**config.mk**
```make
export PLATFORM = sky130hd
export DESIGN_NAME = tss_peer_cell
export DESIGN_NICKNAME = d
export VERILOG_FILES = /design/src/rtl/core/tss_pkg.sv /design/src/rtl/core/tss_peer_cell.sv
export SDC_FILE = /design/constraint.sdc
export NUM_CORES = 1
export LEC_CHECK = 0
export BUFFER_PORTS_ARGS = -buffer_cell sky130_fd_sc_hd__buf_2
export CAP_MARGIN = 20
export CORE_MARGIN = 4
export CORE_UTILIZATION = 40
export DETAILED_ROUTE_END_ITERATION = 6
export GPL_TIMING_DRIVEN = 0
export MAX_ROUTING_LAYER = met4
export PLACE_DENSITY = 0.66
export SLEW_MARGIN = 20
export SYNTH_ARGS = -nofsm -noshare
export SYNTH_HDL_FRONTEND = slang
export SYNTH_SLANG_ARGS = --single-unit
export TNS_END_PERCENT = 1
```
**constraint.sdc**
```tcl
create_clock -name clk -period 3.35 [get_ports clk]
set_input_delay 0.335 -clock clk [delete_from_list [all_inputs] [get_ports clk]]
set_output_delay 0.335 -clock clk [all_outputs]
set_load 0.01 [all_outputs]
```
**src/rtl/core/tss_pkg.sv**
```systemverilog
`timescale 1ns / 1ps

package tss_pkg;

    // peer table depth
    localparam int MAX_PEERS = 8;
    localparam int PIDX_W    = (MAX_PEERS > 1) ? $clog2(MAX_PEERS) : 1;
    localparam int CNT_W     = $clog2(MAX_PEERS + 1);

    localparam int ID_W      = 64;
    localparam int TIME_W    = 32;
    localparam int LEN_W     = 16;
    localparam int PTOT_W    = 8;
    localparam int SLOT_W    = 4;
    // slot length times slot count (16 x 9 bits)
    localparam int FRAME_W   = LEN_W + PTOT_W + 1;

    localparam logic [LEN_W-1:0]  SLOT_LEN_RST  = LEN_W'(50);
    localparam logic [LEN_W-1:0]  GAP_LEN_RST   = LEN_W'(5);
    localparam logic [TIME_W-1:0] BCN_INTVL_RST = TIME_W'(1000);

    // config register byte addresses
    localparam int ADDR_W = 4;
    localparam logic [ADDR_W-1:0] ADDR_OWN_ID    = 4'h0;
    localparam logic [ADDR_W-1:0] ADDR_BCN_INTVL = 4'h8;

    typedef enum logic [1:0] {
        ACT_LISTEN  = 2'd0,
        ACT_BEACON  = 2'd1,
        ACT_PAYLOAD = 2'd2,
        ACT_ABSORB  = 2'd3
    } tss_action_t;

    typedef enum logic {
        PASS_SEARCH = 1'b0,
        PASS_COUNT  = 1'b1
    } tss_pass_t;

    // accumulator handed from cell to cell
    typedef struct packed {
        tss_pass_t          pass;
        logic               hit;
        logic               free_found;
        logic [PIDX_W-1:0]  free_idx;
        logic [CNT_W-1:0]   count;
        logic [ID_W-1:0]    top;
    } tss_acc_t;

endpackage

```
**src/rtl/core/tss_peer_cell.sv**
```systemverilog
`timescale 1ns / 1ps

module tss_peer_cell
    import tss_pkg::*;
(
    input  logic              clk,
    input  logic              rst_n,
    input  logic [PIDX_W-1:0] cell_idx,
    input  logic [ID_W-1:0]   sender,
    input  logic [ID_W-1:0]   own_id,
    input  logic              alloc_en,
    input  logic [PIDX_W-1:0] alloc_idx,
    input  logic              tok_in,
    input  tss_acc_t          acc_in,
    output logic              tok_out,
    output tss_acc_t          acc_out
);

    logic            valid_reg;
    logic [ID_W-1:0] ident_reg;
    logic            tok_reg;
    tss_acc_t        acc_reg;
    tss_acc_t        acc_next;

    always_comb
    begin
        acc_next = acc_in;
        case (acc_in.pass)
            PASS_SEARCH:
            begin
                if (valid_reg)
                begin
                    if (ident_reg == sender)
                        acc_next.hit = 1'b1;
                end
                else if (!acc_in.free_found && !acc_in.hit)
                begin
                    acc_next.free_found = 1'b1;
                    acc_next.free_idx   = cell_idx;
                end
            end
            PASS_COUNT:
            begin
                if (valid_reg)
                begin
                    if (ident_reg > own_id)
                        acc_next.count = acc_in.count + CNT_W'(1);
                    if (ident_reg > acc_in.top)
                        acc_next.top = ident_reg;
                end
            end
            default: acc_next = acc_in;
        endcase
    end

    always_ff @(posedge clk or negedge rst_n)
    begin
        if (!rst_n)
        begin
            valid_reg <= 1'b0;
            tok_reg   <= 1'b0;
        end
        else
        begin
            tok_reg <= tok_in;
            if (alloc_en && (alloc_idx == cell_idx))
                valid_reg <= 1'b1;
        end
    end

    always_ff @(posedge clk)
    begin
        acc_reg <= acc_next;
        if (alloc_en && (alloc_idx == cell_idx))
            ident_reg <= sender;
    end

    assign tok_out = tok_reg;
    assign acc_out = acc_reg;

endmodule

```
---- After elaboration in Yosys (flattened, before gate mapping) ----
Cells that the tools add are included.
operators by class
  $add $sub $neg .......................... 1
  equality and inequality tests ........... 2
  magnitude comparators ................... 2
  reductions and logical operators ........ 4
  muxes and demuxes ....................... 9
operators with widths
  operator                                                       number
  68-bit two-way mux                                             2
  64-bit greater-than comparator                                 2
  64-bit equality test                                           1
  64-bit two-way mux                                             1
  4-bit two-way mux                                              3
  5-bit two-way mux                                              1
  4-bit by 1-bit adder with 4-bit output, second input constant  1
  3-bit equality test                                            1
  1-bit logical AND                                              2
  1-bit logical NOT                                              2
  1-bit two-way mux                                              2
storage, ports and cells
  register bits after elaboration ......... 140
  input port bits ......................... 212

---- Depth between registers and ports, before layout ----
  word-level depth ........................ 5
  mapped depth ............................ 10

---- Worst setup path after synthesis ----
No wires, ideal clock.
  path kind ............................... input -> register
  from .................................... input cell_idx[1]
  to ...................................... register valid_reg
  setup time .............................. 0.092 ns
  data required time ...................... 3.258 ns
  slack ................................... -2.148 ns
  arrival ................................. 5.407 ns
  cell stages on the path ................. 4
  path through ............................ xnor2_1 nand2_1 nor3_1 or2_2
on the way
  word-level cells in the longest chain between the ends .. 2
ends and longest elaborated chain
  element                 line                 source
  start: declaration      tss_peer_cell.sv:8   input logic [PIDX_W-1:0] cell_idx,
  3-bit equality test     tss_peer_cell.sv:66  if (alloc_en && (alloc_idx == cell_idx))
  1-bit logical AND       tss_peer_cell.sv:66
  end signal: assignment  tss_peer_cell.sv:60  valid_reg <= 1'b0;
  end signal: assignment  tss_peer_cell.sv:67  valid_reg <= 1'b1;
  end: declaration        tss_peer_cell.sv:19  logic valid_reg;
Every way passes these cells.
A chain may end at the register's enable or synchronous reset.

==> flow_metrics.env <==
export IMPL_finalSetupViolations=0
export IMPL_postPlaceCellArea_sq_um=10500
export IMPL_ios=287
export IMPL_netlist_area_leader_share_pct=22.3
export IMPL_wl_per_cell_microns=18.6
export IMPL_dp_hpwl_microns=21900
export IMPL_hold_slack_ns=0.105
export IMPL_track_usage_pct=22.0
export IMPL_top_usage_layer="met2"
export IMPL_synthCells=788
export IMPL_min_period_over_period_pct=96.3
export IMPL_synth_area_leaders="edfxtp_1 22%, ha_1 19%, dfxtp_1 17%"
export IMPL_fin_crit_ns=3.22
export IMPL_synth_top_family_by_area="adder cells"
export IMPL_fp_dieW_microns=155
export IMPL_nNetsFinal=1441
export IMPL_die_height_microns=155
export IMPL_dieArea_sq_um=24000
export IMPL_cts_tree="done"
export IMPL_cap_violations=0
export IMPL_critPathKind="reg -> reg"
export IMPL_clock_skew_ns=0.0107
export IMPL_status="completed"
export IMPL_p_leak_nw=5.58
export IMPL_layout_drive_gt1_share_pct=36.1
export IMPL_synthSimpleGateAreaFrac_pct=8.06
export IMPL_design_area_sq_um=11100
export IMPL_maxSlewHeadroom_pct=50.3
export IMPL_synth_xor_area_share_pct=6.09
export IMPL_insertion_delay_ns=0.42
export IMPL_rsz0062_at_grt="false"
export IMPL_gr_total_overflow=0
export IMPL_cts_clk_slew_worst_paths_ns=0.06
export IMPL_yosysUniqueCellTypes=49
export IMPL_synth_mux_area_share_pct=11.2
export IMPL_placementRows=53
export IMPL_antenna_found_initial=2
export IMPL_drt_initial_drc_count=308
export IMPL_cts_sinks=140
export IMPL_cts_inserted_buffers=17
export IMPL_max_freq_ghz=0.310
export IMPL_grtUsageMet2_pct=36.3
export IMPL_cts_setup_buffers=0
export IMPL_crit_required_ns=3.66
export IMPL_drt_wl_total_microns=25900
export IMPL_vdd_drop_max_uv=295
export IMPL_grt_pass1_wl_microns=38800
export IMPL_use_met1_pct=26.8
export IMPL_start_util_pct=40.9
export IMPL_drc=0
export IMPL_clockPowerShare_pct=38.5
export IMPL_vias=6830
export IMPL_slew_viol_final=0
export IMPL_ys_flop_type="dfxtp_1"
export IMPL_p_per_area_nw_per_um2=440
export IMPL_hp_class="in -> reg"
export IMPL_ys_seq_elements=140
export IMPL_ys_warn_count=0
export IMPL_clock_path_buffers=2
export IMPL_synthAdderAreaFrac_pct=18.7
export IMPL_grt_max_degree=17
export IMPL_comb_power_share_pct=20.3
export IMPL_place_gp_congestion=0.885
export IMPL_async_flop_share_pct=1.43
export IMPL_synth_compound_area_share_pct=9.05
export IMPL_syn_to_final_growth_pct=28.8
export IMPL_switchingPower_mw=1.36
export IMPL_start_kind="flip-flop"
export IMPL_finalPower_mw=4.89
export IMPL_core_sq_um=21100
export IMPL_largest_register_ffs=74
export IMPL_met3_usage_pct=5.34
export IMPL_end_kind="flip-flop"
export IMPL_grt_pass1_vias=7133
export IMPL_swShare_pct=27.8
export IMPL_port_buffers=286
export IMPL_cp_arrival_ns=3.53
export IMPL_cts_root_buf="clkbuf_16"
export IMPL_yosysSeqAreaShare_pct=40.0
export IMPL_cts_htree_levels=4
export IMPL_hold_violations=0
export IMPL_p_int_mw=3.53
export IMPL_p_seq_share_pct=41.2
export IMPL_tns_ns=0
export IMPL_avgSynthCellArea_sq_um=10.9
export IMPL_max_slew_worst_pin_slew_ns=0.739
export IMPL_synth_edff_count=64
export IMPL_antenna_left=0
export IMPL_netlist_area_sq_um=8630
export IMPL_worst_path_max_fanout=4
export IMPL_post_synth_top_area_cell="edfxtp_1"
export IMPL_syn_nets=1129
export IMPL_via_per_inst=4.91
export IMPL_dr_pass1_iters=4
[metrics by stage]
step	setup slack (ns)	utilization [%]	cells
after detailed placement	0.0133	49.8	1354
final	0.126	52.7	1390
after global placement	-0.326	49.4	1349
after global routing	0.0147	52.7	1390
after CTS	0.0345	52.6	1388
after floorplan	0.816	-	788
[power groups by stage]
stage	clock network [mW]	logic (mW)	registers, mW
2_1_floorplan	0	0.540	2.08
3_3_place_gp	0	0.971	2.05
3_5_place_dp	0	0.995	2.05
4_1_cts	1.92	1.00	2.02
5_1_grt	1.99	1.11	2.03
6_report	1.88	0.992	2.01
[logic make-up (layout without fill, tap and decap cells)]
logic type	count (synthesis)	in the layout
and+or+nand+nor	128	128
other	0	2
DFF	140	140
muxes	68	68
adders and majority gates	129	129
buffers and inverters	146	471
xor gates and xnor gates	60	60
AOI/OAI and AO/OA	117	117
[layer usage]
metal | vias to the layer above | wire length, microns
met4 | 0 | 550
met3 | 27 | 1690
li1 | 3438 | -
met1 | 3138 | 11200
met5 | - | 0
met2 | 227 | 12400
[worst max-delay path, cell delays in order (launching register included)]
cell,delay [ns]
edfxtp_1,0.47
ha_1,0.35
a21o_1,0.16
a21o_1,0.17
a221oi_1,0.59
o221ai_1,0.28
nor4_1,0.64
nor2_1,0.15
mux2_2,0.30
[Yosys cell counts (4+ instances only)]
master,number
mux2i_1,5
inv_1,140
a21oi_1,49
nor3_1,11
o21ai_0,15
xor2_1,50
o2bb2ai_1,4
nand4_1,31
o211ai_1,4
edfxtp_1,64
ha_1,129
dfxtp_1,74
nand3_1,11
nand2_1,32
a21o_1,15
a221oi_1,8
mux2_4,55
xnor2_1,10
buf_6,6
nor2_1,9
nor4_1,18
mux2_2,8
[placed cells by master (no fill, tap or decap), drive strengths merged, types with 5 or more instances in the layout]
cell type and count:
a21o 15, a21oi 49, a221oi 8, buf 297, clkbuf 18, clkinv 7
dfxtp 74, edfxtp 64, ha 129, inv 143, mux2 63, mux2i 5
nand2 32, nand3 11, nand4 31, nor2 9, nor3 11, nor4 20
o211ai 6, o21ai 15, o2bb2ai 5, xnor2 10, xor2 50
[final timing paths]
| check | from | endpoint | slack [ns] | cells past startpoint |
|---|---|---|---|---|
| setup / recovery | ident_reg[45] | acc_out[65] | 0.13 | 8 |
| hold / removal | acc_in[67] | acc_out[67] | 0.10 | 2 |
| setup reg to reg | ident_reg[45] | acc_out[65] | 0.13 | 8 |
| hold reg to reg | ident_reg[0] | acc_out[0] | 0.58 | 1 |
| max in group asynchronous | rst_n | valid_reg | 3.00 | 2 |
| min in group asynchronous | rst_n | tok_out | 0.25 | 2 |
[repair_timing]
action | 4_1_cts | 5_1_grt
resized for setup | 1 | 1
hold buffers | 2 | 0
endpoints found under the setup margin | 1 | 55
hold endpoints to repair | 3 | 0
[area by class of cell]
type / instances / area (sq um)
diodes: 2 / 5.00
plain buffers: 6 / 67.6
clock buffers: 18 / 429
clock inverters: 14 / 145
fillers: 1933 / 9980
inverters: 140 / 526
multi-input cells: 502 / 4610
flip-flops and latches: 140 / 3450
well taps: 275 / 344
repair buffers: 293 / 1540
Note: power is estimated with default switching activity, not from simulation.
