### config.mk
export PLATFORM = sky130hd
export DESIGN_NAME = tss_mod_unit
export DESIGN_NICKNAME = d
export VERILOG_FILES = /design/src/rtl/core/tss_pkg.sv /design/src/rtl/core/tss_mod_unit.sv
export SDC_FILE = /design/constraint.sdc
export NUM_CORES = 1
export LEC_CHECK = 0
export ABC_CLOCK_PERIOD_IN_PS = 4000
export BUFFER_PORTS_ARGS = -buffer_cell sky130_fd_sc_hd__buf_4
export CORE_ASPECT_RATIO = 0.9
export CORE_MARGIN = 4
export CORE_UTILIZATION = 50
export DETAILED_ROUTE_END_ITERATION = 12
export PLACE_DENSITY = 0.77
export SLEW_MARGIN = 20
export SYNTH_ARGS = -nofsm -noshare
export SYNTH_HDL_FRONTEND = slang
export SYNTH_SLANG_ARGS = --single-unit
### constraint.sdc
create_clock -name clk -period 4 [get_ports clk]
set_input_delay 0.8 -clock clk [delete_from_list [all_inputs] [get_ports clk]]
set_output_delay 0.8 -clock clk [all_outputs]
set_load 0.02 [all_outputs]
### src/rtl/core/tss_pkg.sv
`timescale 1ns / 1ps

package tss_pkg;

    // peer table depth
    localparam int MAX_PEERS = 8;
    localparam int PIDX_W    = (MAX_PEERS > 1) ? $clog2(MAX_PEERS) : 1;
    localparam int CNT_W     = $clog2(MAX_PEERS + 1);

    localparam int ID_W      = 64;
    localparam int TIME_W    = 32;
    localparam int LEN_W     = 16;
    localparam int PTOT_W    = 8;
    localparam int SLOT_W    = 4;
    // slot length times slot count (16 x 9 bits)
    localparam int FRAME_W   = LEN_W + PTOT_W + 1;

    localparam logic [LEN_W-1:0]  SLOT_LEN_RST  = LEN_W'(50);
    localparam logic [LEN_W-1:0]  GAP_LEN_RST   = LEN_W'(5);
    localparam logic [TIME_W-1:0] BCN_INTVL_RST = TIME_W'(1000);

    // config register byte addresses
    localparam int ADDR_W = 4;
    localparam logic [ADDR_W-1:0] ADDR_OWN_ID    = 4'h0;
    localparam logic [ADDR_W-1:0] ADDR_BCN_INTVL = 4'h8;

    typedef enum logic [1:0] {
        ACT_LISTEN  = 2'd0,
        ACT_BEACON  = 2'd1,
        ACT_PAYLOAD = 2'd2,
        ACT_ABSORB  = 2'd3
    } tss_action_t;

    typedef enum logic {
        PASS_SEARCH = 1'b0,
        PASS_COUNT  = 1'b1
    } tss_pass_t;

    // accumulator handed from cell to cell
    typedef struct packed {
        tss_pass_t          pass;
        logic               hit;
        logic               free_found;
        logic [PIDX_W-1:0]  free_idx;
        logic [CNT_W-1:0]   count;
        logic [ID_W-1:0]    top;
    } tss_acc_t;

endpackage

### src/rtl/core/tss_mod_unit.sv
`timescale 1ns / 1ps

module tss_mod_unit
    import tss_pkg::*;
(
    input  logic               clk,
    input  logic               rst_n,
    input  logic               start,
    input  logic [TIME_W-1:0]  dividend,
    input  logic [FRAME_W-1:0] divisor,
    output logic               done,
    output logic [FRAME_W-1:0] rem
);

    localparam int CW = $clog2(TIME_W + 1);

    logic               busy_reg;
    logic               done_reg;
    logic [CW-1:0]      cnt_reg;
    logic [TIME_W-1:0]  dvd_reg;
    logic [FRAME_W-1:0] rem_reg;
    logic [FRAME_W:0]   trial;
    logic [FRAME_W:0]   diff;

    // restoring step: one quotient bit per cycle
    assign trial = {rem_reg, dvd_reg[TIME_W-1]};
    assign diff  = trial - {1'b0, divisor};

    always_ff @(posedge clk or negedge rst_n)
    begin
        if (!rst_n)
        begin
            busy_reg <= 1'b0;
            done_reg <= 1'b0;
            cnt_reg  <= '0;
            dvd_reg  <= '0;
            rem_reg  <= '0;
        end
        else
        begin
            done_reg <= 1'b0;
            if (start)
            begin
                busy_reg <= 1'b1;
                cnt_reg  <= CW'(TIME_W);
                dvd_reg  <= dividend;
                rem_reg  <= '0;
            end
            else if (busy_reg)
            begin
                dvd_reg <= {dvd_reg[TIME_W-2:0], 1'b0};
                if (trial >= {1'b0, divisor})
                    rem_reg <= diff[FRAME_W-1:0];
                else
                    rem_reg <= trial[FRAME_W-1:0];
                cnt_reg <= cnt_reg - CW'(1);
                if (cnt_reg == CW'(1))
                begin
                    busy_reg <= 1'b0;
                    done_reg <= 1'b1;
                end
            end
        end
    end

    assign done = done_reg;
    assign rem  = rem_reg;

endmodule

Word-level counts from Yosys, hierarchy flattened
Cells that the tools add are included.
{"block": "totals", "input_bits": 60, "rom_bits": 0, "regBits": 65, "latchBits": 0, "output_inout_bits": 26, "mem_bits_rw": 0, "wordCells": 23, "memories": 0}
{"block": "op_classes", "n_reduce_logical": 1, "magnitude_cmp": 1, "n_bitwise": 0, "add_sub_neg": 2, "eq_ne": 1, "n_shift": 0, "multipliers": 0, "muxes": 13, "div_mod_pow": 0}
{"cell": "$mux 25", "count": 3}
{"cell": "$mux 32", "count": 2}
{"cell": "$ge 26x25->1", "count": 1}
{"cell": "$sub 25x25->25", "count": 1}
{"cell": "$mux 6", "count": 2}
{"cell": "$eq 6x1->1 const B", "count": 1}
{"cell": "$mux 1", "count": 6}
{"cell": "$sub 6x1->6 const B", "count": 1}
{"cell": "$reduce_bool 2->1", "count": 1}

Depth between registers and ports, before layout
Gate-level depths: netlist of the first run.
{"block": "depth", "ltp_word": 4, "ltp_mapped": 12, "depth_no_buf": 11}

Worst setup path before layout of the first run
Ideal clock, no wire load.
{"block": "synth_timing", "path_kind": "input-to-reg", "from": "in divisor[21]", "to": "reg rem_reg[9] (netlist: rem[9])", "path_slack_ps": 1162, "required_ps": 3906, "path_stages": 10, "path_buffers": 1, "arrival_ps": 2744, "cell_sequence": "inv_1 > ha_1 > a21o_1 > or3_1 > a221o_1 > a31oi_4 > nand2_2 > buf_6 > mux2i_1 > a211oi_1"}
{"block": "synth_via", "elab_chain_cells": 4}
{"item": "start: declaration", "line_no": "tss_mod_unit.sv:10", "source": "input logic [FRAME_W-1:0] divisor,"}
{"item": "$ge 26x25->1", "line_no": "tss_mod_unit.sv:52", "source": "if (trial >= {1'b0, divisor})"}
{"item": "$mux 25", "line_no": "tss_mod_unit.sv:52"}
{"item": "$mux 25", "line_no": "tss_mod_unit.sv:49", "source": "else if (busy_reg)"}
{"item": "$mux 25", "line_no": "tss_mod_unit.sv:42", "source": "if (start)"}
{"item": "end signal: assignment", "line_no": "tss_mod_unit.sv:53", "source": "rem_reg <= diff[FRAME_W-1:0];"}
{"item": "end signal: assignment", "line_no": "tss_mod_unit.sv:55", "source": "rem_reg <= trial[FRAME_W-1:0];"}
{"item": "end: declaration", "line_no": "tss_mod_unit.sv:21", "source": "logic [FRAME_W-1:0] rem_reg;"}
No other way between the ends. The select of a mux whose other input is x is not followed.
A chain may end at the register's enable or synchronous reset.

Worst setup path after layout of the first run
{"block": "layout_timing", "from": "in divisor[15]", "to": "reg rem_reg[15] (netlist: rem[15])"}
{"block": "layout_via", "elab_chain_cells": 4, "word_cells_on_any_way": 5, "classes_between": "add/sub: 1; order compare: 1; mux: 3"}
{"item": "$sub 25x25->25 or $ge 26x25->1 (tied branches)", "line_no": "tss_mod_unit.sv:27, tss_mod_unit.sv:52"}
{"item": "$mux 25 (*)", "line_no": "tss_mod_unit.sv:52"}
{"item": "$mux 25 (*)", "line_no": "tss_mod_unit.sv:49"}
{"item": "$mux 25 (*)", "line_no": "tss_mod_unit.sv:42"}
Mark *: on every way between the ends. The rest lies on a longest branch, timed or not. The select of a mux whose other input is x is not followed.

==> results of run 1 <==
[logic make-up (layout without fill, tap and decap cells)]
group | after synthesis | after routing | synth area share
fa+ha+maj | 28 | 28 | 0.07767
xor+xnor | 19 | 19 | 0.03612
compound gates | 147 | 147 | 0.2132
mux | 49 | 49 | 0.1065
buf+inv | 63 | 137 | 0.05703
simple gates | 159 | 159 | 0.1564
flops | 65 | 65 | 0.3531
[layout make-up]
type,instances,area share
sequential,65,0.2941
clock buffer,10,0.02483
inverter,34,0.02302
multi-input combinational,402,0.4903
clock inverter,6,0.02077
timing repair buffer,87,0.1201
tap,119,0.02686
[per-layer routing]
metal / global-route usage / up-vias / routed length [um]
met1: 0.3147 / 1909 / 5460
met4: 0.04506 / 0 / 138
met3: 0.05174 / 14 / 601
li1: - / 2019 / -
met2: 0.3366 / 117 / 5083
met5: 0 / - / 0
[power groups by stage]
stage / Sequential [mW] / Combinational (mW) / Clock, mW
after floorplan: 1.07 / 1.28 / 0
after global placement: 1.01 / 1.82 / 0
after global routing: 1.03 / 2.07 / 0.770
after detailed placement: 1.02 / 1.85 / 0
final: 1.01 / 1.87 / 0.724
after CTS: 1.01 / 1.86 / 0.734
[critical path: cells and delay by family]
family / cells / cell delay [ns]
AOI/OAI and AO/OA: 5 / 1.32
adders and majority gates: 1 / 0.41
buffers and inverters: 3 / 0.37
muxes: 1 / 0.12
and+or+nand+nor: 1 / 0.30
[final timing paths]
check,depth (start not counted),endpoint,slack [ns]
worst max-delay path,11,rem[15],0.92
worst min-delay path,1,rem[5],0.54
worst max register to register,9,rem[15],1.03
worst min register to register,2,cnt_reg[5],0.54
max in group asynchronous,1,busy_reg,2.82
min in group clk,2,cnt_reg[5],0.54
[layout by cell type, fill, tap and decap left out, drive strengths merged, types with 4 or more instances in the layout]
master and n:
o21ai 52, nand2b 6, nand3 8, o211ai 5
nor3 6, a31oi 5, nor2 49, xor2 5
dfrtp 65, and2 4, nand2 60, nor4 4
clkbuf 10, buf 87, a21o 6, mux2i 49
a21oi 28, o21a 6, inv 34, or3 4
a211oi 20, ha 27, xnor2 14, and3 5
[per-stage QoR]
stage	utilization	cell area [um^2]	hold slack, ns	instances
floorplan	-	4607	0.4934	530
global route	0.6321	5543	0.5500	723
detailed placement	0.6033	5290	0.5144	707
CTS	0.6321	5543	0.5381	723
global placement	0.6033	5290	0.5124	707
finish	0.6321	5543	0.5397	723
==> summary.md, run 1 <==
| Metric | Value |
|---|---|
| Minimum clock period | `between 3 and 4 ns` |
| Vias in the first global route | `3,883` |
| Initial Utilization | `0.5254` |
| Post-synth top area cell | `dfrtp_1` |
| Fin nets | `a little under 700` |
| Hold Vio Cnt, Final | `0` |
| Post-cts gate resize count | `0` |
| Syn Inst Count | `530` |
| Syn avg cell area | `a little under 9 um^2` |
| Sequential Power Share | `0.280` |
| First-pass GRT wire length | `approximately 19,000 um` |
| Post-CTS Hold Buffers | `0` |
| Top_reg_cell synth | `dfrtp_1` |
| H-tree Lvls | `3` |
| NetSw | `about 1.5 mW` |
| Post-synth EDFFs | `0` |
| Vias | `4,059` |
| Fillers | `approximately 740` |
| Die Height | `99.07 um` |
| Postcts setup bufs | `0` |
| Clk network pwr share | `0.201` |
| Fin. max-slew vios | `0` |
| PortBufs | `85` |
| Area growth, synth to finish | `20.32%` |
| Max FFs per register | `32` |
| Setup TNS | `0 ns` |
| RSZ-0062 raised after global routing | `no` |
| Final wirelength | `11,280 um` |
| Largest net degree at the start of global routing | `99` |
| Tot Pwr | `3.607 mW` |
| FF+latch count, synth | `65` |
| CP endpoint kind | `flop` |
| Leakage | `2.898 nW` |
| Worst-path clk slew | `0.08 ns` |
| Worst slew pin tran | `0.8883 ns` |
| R2r startpoint | `rem[20]` |
| Layout cells sized above 1 | `0.1937` |
| Normalized max-slew margin | `0.4078` |
| Run status | `finished clean` |
| Worst setup path startpoint | `divisor[15]` |
| Synthesized net count | `~600` |
| Setup ws final | `0.9172 ns` |
| Worst-Skew Late Latency | `~0.35 ns` |
| CTS tree | `yes` |
| Post-synth ARST share | `1.000` |
| Reg area | `between 0.0015 and 0.002 mm^2` |
| Clk sinks | `65` |
| Grt total ovfl | `0` |
| Seq/Total Area, Yosys | `0.3531` |
| Drt first pass iters | `4` |
| Mapped cell area | `between 0.004 and 0.005 mm^2` |
| Hold crit path type | `in -> async` |
| Max clock buf depth | `2` |
| Worst path slowest cell | `ha_1` |
| Total CTS buffers | `9` |
| CP required | `4.25 ns` |
| Clock skew | `0.01030 ns` |
| Clock root buffer | `clkbuf_8` |
| Final setup fails | `0` |
| Synth Warn # | `0` |
| Synth cell count leaders | `65 x dfrtp_1, 59 x nand2_1, 49 x mux2i_1, 49 x o21ai_0, 48 x nor2_1` |
| Crit path DAT | `3.33 ns` |
| Die area | `between 0.01 and 0.015 mm^2` |
| Fmax | `0.3244 GHz` |
| DRT antenna net count | `0` |
| Peak supply drop | `between 0.3 and 0.4 mV` |
| Post-synth top area share | `0.3531` |
| CP Launch Type | `primary input` |
| CP Max Fanout | `16` |
| Initial antenna violation count | `0` |
| Combinational share of power | `0.519` |
| Placer Congestion | `~0.89` |
| Detailed Place HPWL | `8012 um` |
| Int Pwr | `2.089 mW` |
| Cells along the critical path | `buf_4, inv_1, ha_1, a21oi_2, o21ai_1, a221o_1, a31oi_4, nand2_2, buf_12, mux2i_1, a211oi_1` |
| Most common cell in the synthesized netlist | `dfrtp_1` |
| Maxcap violations | `0` |
| First DRT Iteration DRCs | `183` |
| Core area | `0.008768 mm^2` |
| Placement Rows | `32` |
| Period utilisation layout | `0.7707` |
| Area of the multi-input gates | `between 0.002 and 0.003 mm^2` |
| Yosys cell types | `60` |
| DR DRC count | `0` |
| ANT cells | `0` |
| Routed vias/inst | `5.614` |
| Max incr delay on CP | `0.41 ns` |
| Critical path class | `in -> reg` |
| Sw Ratio | `0.4208` |
| Synth area leaders | `dfrtp_1 35%, mux2i_1 11%, ha_1 7.3%` |
| WL/cell | `around 16 um` |
| Pre-CTS WS | `0.5735 ns` |
| IO Count | `86` |
| Total track usage | `0.2186` |
| Die W | `roughly 110 um` |
| Pwr dens | `approximately 650 mW/mm^2` |
Power figures use the tool's default switching activity.
==> run 2: changes to the inputs <==
--- a/config.mk
+++ b/config.mk
@@ -5,13 +5,13 @@
 export SDC_FILE = /design/constraint.sdc
 export NUM_CORES = 1
 export LEC_CHECK = 0
-export ABC_CLOCK_PERIOD_IN_PS = 4000
+export ABC_CLOCK_PERIOD_IN_PS = 2700
 export BUFFER_PORTS_ARGS = -buffer_cell sky130_fd_sc_hd__buf_4
 export CORE_ASPECT_RATIO = 0.9
 export CORE_MARGIN = 4
 export CORE_UTILIZATION = 50
 export DETAILED_ROUTE_END_ITERATION = 12
-export PLACE_DENSITY = 0.77
+export PLACE_DENSITY = 0.8
 export SLEW_MARGIN = 20
 export SYNTH_ARGS = -nofsm -noshare
 export SYNTH_HDL_FRONTEND = slang
==> constraint.sdc (replaced) <==
create_clock -name clk -period 2.7 [get_ports clk]
set_input_delay 0.54 -clock clk [delete_from_list [all_inputs] [get_ports clk]]
set_output_delay 0.54 -clock clk [all_outputs]
set_load 0.02 [all_outputs]
==> run 2 against run 1 <==
Utilization rose by 5.0 points; die area did not move; clock power rose by 21%; first-iteration DRC count fell by 14%; sequential power rose by 48%; critical path depth rose by 1; worst hold slack got worse by 0.26 ns; worst setup slack got worse by 0.81 ns; register-to-register slack got worse by 0.92 ns; design area rose by 7.9%; global-route usage rose by 1.5 points; critical path type is now reg -> reg; largest cell class unchanged.
==> summary.md, run 2 (synthesis results as in run 1) <==
| Metric | Value |
|---|---|
| Clock root buffer | `clkbuf_8` |
| Max FFs per register | `32` |
| Normalized max-slew margin | `0.4210` |
| NetSw | `2.425 mW` |
| Drt first pass iters | `5` |
| Total track usage | `0.2333` |
| Most frequent cells in the layout | `142 x buf_4, 64 x dfrtp_1, 59 x nand2_1, 49 x o21ai_0` |
| Critical path class | `reg -> reg` |
| Post-CTS Hold Buffers | `0` |
| Fin nets | `743` |
| Worst-Skew Late Latency | `0.35 ns` |
| Initial antenna violation count | `0` |
| Worst-path clk slew | `0.08 ns` |
| Area growth, synth to finish | `29.85%` |
| Pre-CTS WS | `-0.1389 ns` |
| Int Pwr | `3.252 mW` |
| Largest net degree at the start of global routing | `67` |
| Die area | `0.01082 mm^2` |
| Vias in the first global route | `4,342` |
| Clk sinks | `65` |
| PortBufs | `85` |
| Clk network pwr share | `0.154` |
| Cells along the critical path | `inv_1, ha_1, fa_2, nor2b_4, o31ai_4, a2bb2oi_2, buf_4, buf_4, a21o_1, a211o_1, a31oi_1, a211oi_1` |
| Die Height | `a little under 100 um` |
| DRT antenna net count | `0` |
| Worst slew pin tran | `0.8686 ns` |
| Max clock buf depth | `2` |
| First-pass GRT wire length | `20,390 um` |
| Setup ws final | `0.1063 ns` |
| Hold crit path type | `in -> async` |
| Layout cells sized above 1 | `0.2818` |
| Worst path slowest cell | `dfrtp_1` |
| CP endpoint kind | `flop` |
| Period utilisation layout | `0.9606` |
| CP Max Fanout | `3` |
| Final setup fails | `0` |
| Placement Rows | `32` |
| Commonest non-fill, non-tap cell in the layout | `buf_4` |
| WL/cell | `15.88 um` |
| Clock skew | `0.01017 ns` |
| Run status | `finished clean` |
| Vias | `4,380` |
| Minimum clock period | `2.594 ns` |
| Detailed Place HPWL | `9233 um` |
| Peak supply drop | `0.6075 mV` |
| Finished Layout Cells | `779` |
| Hold Vio Cnt, Final | `0` |
| Grt total ovfl | `0` |
| IO Count | `86` |
| Combinational share of power | `0.584` |
| Final wirelength | `12,370 um` |
| H-tree Lvls | `3` |
| Cell repeated most along the worst path | `buf_4` |
| CTS tree | `yes` |
| Leakage | `3.168 nW` |
| Die W | `109.2 um` |
| Max incr delay on CP | `~0.38 ns` |
| Fmax | `a little under 0.4 GHz` |
| CP Launch Type | `flop` |
| Maxcap violations | `0` |
| Sw Ratio | `0.4272` |
| Worst path bufs/invs | `3` |
| CP required | `2.91 ns` |
| Fin. max-slew vios | `0` |
| Core area | `around 0.0088 mm^2` |
| Total CTS buffers | `9` |
| Placer Congestion | `0.9680` |
| Initial Utilization | `0.5254` |
| Crit path DAT | `2.81 ns` |
| ANT cells | `0` |
| First DRT Iteration DRCs | `approximately 160` |
| Routed vias/inst | `5.623` |
| CP top delay family | `compound AO/OA/AOI/OAI gates` |
| Sequential Power Share | `0.262` |
| DR DRC count | `0` |
| Pwr dens | `949.0 mW/mm^2` |
| Placed cell count | `759` |
run 2: changes by cell type in the layout (fill, tap and decap cells not counted), sizes merged:
cell / previous run / this run
clkbuf: 10 / 9
bufinv: 3 / 1
buf: 87 / 143
clkinv: 2 / 3
inv: 34 / 36
run 2: per-stage QoR:
step	total power [mW]	hold WS, ns	setup TNS [ns]	util	cell area [um^2]
finish	5.677	0.2762	0	0.6822	5982
global route	6.067	0.3414	-0.05441	0.6822	5982
CTS	5.555	0.3329	0	0.6708	5882
detailed placement	4.673	0.5312	-1.811	0.6478	5680
global placement	4.566	0.5124	-0.8167	0.6478	5680
floorplan	3.491	0.2444	0	-	4607
run 2: what timing repair did:
item | CTS | global route
setup buffers | 0 | 4
gates resized for setup | 0 | 15
setup endpoints to repair | 0 | 18
run 2: worst register-to-register path, stage by stage, from the launching register on:
cell and delay, ns:
dfrtp_1 0.38, inv_1 0.10, ha_1 0.21, fa_2 0.27
nor2b_4 0.06, o31ai_4 0.22, a2bb2oi_2 0.12, buf_4 0.14
buf_4 0.13, a21o_1 0.17, a211o_1 0.29, a31oi_1 0.26
a211oi_1 0.12
run 2: final cells by class:
type | count | area, um^2
fillers | 690 | 2786
inverters | 34 | 127.6
flip-flops and latches | 65 | 1630
multi-input cells | 402 | 2788
clock buffers | 9 | 123.9
clock inverters | 7 | 77.57
well taps | 119 | 148.9
repair buffers | 143 | 1086
run 2: worst paths after layout:
| kind | startpoint | to | slack, ns | depth (start not counted) |
|---|---|---|---|---|
| setup / recovery | dvd_reg[31] | rem[10] | 0.11 | 12 |
| hold / removal | rst_n | rem[11] | 0.28 | 1 |
| setup reg to reg | dvd_reg[31] | rem[10] | 0.11 | 12 |
| hold reg to reg | cnt_reg[5] | cnt_reg[5] | 0.56 | 2 |
| max in group asynchronous | rst_n | busy_reg | 1.73 | 1 |
| min in group clk | dividend[22] | dvd_reg[22] | 0.40 | 3 |
run 2: power groups by stage:
stage,registers (mW),logic (mW),clock network (mW)
after global placement,1.48,3.08,0
final,1.49,3.32,0.874
after floorplan,1.59,1.90,0
after global routing,1.52,3.61,0.940
after detailed placement,1.50,3.17,0
after CTS,1.48,3.19,0.880
run 2: metal layers:
| metal | track usage | wire [um] | up-vias |
|---|---|---|---|
| met5 | 0 | 0 | - |
| met4 | 0.06520 | 157 | 0 |
| met3 | 0.03340 | 799 | 15 |
| met2 | 0.3772 | 5908 | 149 |
| met1 | 0.3267 | 5505 | 2085 |
| li1 | - | - | 2131 |
==> run 3: changes to the inputs <==
--- a/config.mk
+++ b/config.mk
@@ -7,7 +7,7 @@
 export LEC_CHECK = 0
 export ABC_CLOCK_PERIOD_IN_PS = 2700
 export BUFFER_PORTS_ARGS = -buffer_cell sky130_fd_sc_hd__buf_4
-export CORE_ASPECT_RATIO = 0.9
+export CORE_ASPECT_RATIO = 1.2
 export CORE_MARGIN = 4
 export CORE_UTILIZATION = 50
 export DETAILED_ROUTE_END_ITERATION = 12
==> run 3 against run 2 <==
Count of clock-buffer cells in the layout grew 2; design area hardly changed; worst hold slack got worse by 0.15 ns; register-to-register slack about the same; flip-flop and latch count did not move; non-clock buffer count unchanged; first-iteration DRC count is 29% higher; clock skew increased by 0.0041 ns; via count down 1.1%; utilization is 2.0 points lower; sequential share of layout area is essentially flat; routed wire length shrank 3.1%; largest cell class unchanged.
==> summary.md, run 3 (synthesis results as in run 1) <==
| Metric | Value |
|---|---|
| Most frequent cells in the layout | `141 x buf_4, 64 x dfrtp_1, 59 x nand2_1, 49 x o21ai_0, 48 x mux2i_1` |
| Initial Utilization | `0.5100` |
| Drt first pass iters | `5` |
| Placement Rows | `38` |
| First-pass GRT wire length | `19,890 um` |
| Hold crit path type | `in -> async` |
| Max incr delay on CP | `0.42 ns` |
| Peak supply drop | `0.3835 mV` |
| NetSw | `2.378 mW` |
| Clock root buffer | `clkbuf_8` |
| CP endpoint kind | `flop` |
| Vias in the first global route | `around 4,400` |
| CP Launch Type | `flop` |
| Total track usage | `0.2295` |
| Worst path slowest cell | `dfrtp_1` |
| DR DRC count | `0` |
| Run status | `finished clean` |
| Clk sinks | `65` |
| Finished Core Util | `0.6621` |
| Sw Ratio | `0.4212` |
| IO Count | `86` |
| ANT cells | `0` |
| Setup ws final | `0.1067 ns` |
| Clk network pwr share | `0.146` |
| Worst-path clk slew | `about 0.090 ns` |
| Detailed Place HPWL | `approximately 9100 um` |
| First DRT Iteration DRCs | `202` |
| CTS tree | `yes` |
| Max clock buf depth | `2` |
| Worst-Skew Late Latency | `0.35 ns` |
| Leakage | `approximately 3.2 nW` |
| Die Height | `113.2 um` |
| R2r endpoint | `rem[11]` |
| Largest net degree at the start of global routing | `67` |
| Clock skew | `0.01431 ns` |
| Setup TNS | `0 ns` |
| R2R cell count | `9` |
| Fin. max-slew vios | `0` |
| Fmax | `0.3856 GHz` |
| Pre-CTS WS | `-0.1338 ns` |
| DRT antenna net count | `0` |
| Critical path class | `reg -> reg` |
| Vias | `4,334` |
| Worst hold margin | `approximately 0.13 ns` |
| CP Max Fanout | `19` |
| Minimum clock period | `2.593 ns` |
| Int Pwr | `~3.3 mW` |
| Maxcap violations | `0` |
| CP required | `roughly 3.0 ns` |
| Worst setup path startpoint | `rem[20]` |
| Hold Vio Cnt, Final | `0` |
| Combinational share of power | `0.591` |
| Worst slew pin tran | `0.6161 ns` |
| Fin nets | `743` |
| PortBufs | `85` |
| H-tree Lvls | `3` |
| Cells along the critical path | `ha_1, a21o_1, or3_1, a221o_1, a31oi_4, nand2_2, buf_12, mux2i_1, a211oi_1` |
| Normalized max-slew margin | `0.5893` |
| Layout cells sized above 1 | `0.2773` |
| Reg2reg setup slack | `around 0.11 ns` |
| Area growth, synth to finish | `29.82%` |
| Tot Pwr | `roughly 5.6 mW` |
| Post-CTS Hold Buffers | `0` |
| Commonest non-fill, non-tap cell in the layout | `buf_4` |
| Final wirelength | `around 12,000 um` |
| Max FFs per register | `32` |
| R2r startpoint | `rem[20]` |
| Fillers | `about 760` |
| Routed vias/inst | `5.556` |
| Die area | `0.01082 mm^2` |
| Die W | `95.63 um` |
| Period utilisation layout | `0.9605` |
| Grt total ovfl | `0` |
| Sequential Power Share | `0.263` |
| Placer Congestion | `0.9310` |
| Core area | `0.009034 mm^2` |
| WL/cell | `15.37 um` |
| Initial antenna violation count | `0` |
| Pwr dens | `between 900 and 1000 mW/mm^2` |
| Total CTS buffers | `9` |
| Final setup fails | `0` |
| Crit path DAT | `2.84 ns` |
[run 3: cell types whose count changed in the layout (fill, tap and decap cells not counted), sizes merged]
| cell | change |
|---|---|
| clkbuf | +2 |
| inv | -2 |
[run 3: metrics by stage]
step / instances / instance area (um^2)
floorplan: 530 / 4607
global placement: 760 / 5694
detailed placement: 760 / 5694
CTS: 776 / 5882
global route: 780 / 5981
finish: 780 / 5981
[run 3: repair_timing]
| item | CTS | global route |
|---|---|---|
| setup endpoints to repair | 0 | 19 |
| hold endpoints to repair | 0 | 0 |
| setup buffers | 0 | 4 |
| gates resized for setup | 0 | 14 |
[run 3: layout make-up]
type | instances | area (um^2) | area share
well taps | 120 | 150.1 | 0.02510
clock inverters | 5 | 56.30 | 0.009414
clock buffers | 11 | 131.4 | 0.02197
repair buffers | 143 | 1099 | 0.1837
inverters | 34 | 127.6 | 0.02134
flip-flops and latches | 65 | 1630 | 0.2726
multi-input cells | 402 | 2786 | 0.4659
[run 3: power by group through the flow]
stage	Combinational, mW	Sequential (mW)	Clock (mW)
finish	3.34	1.48	0.825
global route	3.64	1.52	0.887
CTS	3.24	1.48	0.839
detailed placement	3.21	1.50	0
global placement	3.13	1.48	0
floorplan	1.90	1.59	0
[run 3: worst max-delay path: cells and delay by family (launching register included)]
| kind | cells | cell delay, ns |
|---|---|---|
| simple gates | 2 | 0.43 |
| fa+ha+maj | 1 | 0.31 |
| flops | 1 | 0.42 |
| compound gates | 4 | 1.01 |
| mux | 1 | 0.12 |
| buf+inv | 1 | 0.20 |
[run 3: metal layers]
| layer | share of wire | global-route usage |
|---|---|---|
| met1 | 0.40 | 0.2707 |
| met2 | 0.51 | 0.3947 |
| met3 | 0.051 | 0.03923 |
| met5 | 0 | 0 |
| met4 | 0.039 | 0.1157 |
[run 3: worst max-delay path by stage]
| stage | to | cells after the start | slack, ns |
|---|---|---|---|
| 3_5_place_dp | rem[15] | 11 | -0.13 |
| 5_1_grt | rem[15] | 11 | -0.03 |
| 6_report | rem[11] | 9 | 0.11 |
| 3_3_place_gp | rem[22] | 11 | -0.1 |
| 4_1_cts | rem[15] | 9 | 0.09 |
| 2_1_floorplan | rem[9] | 10 | 0.12 |
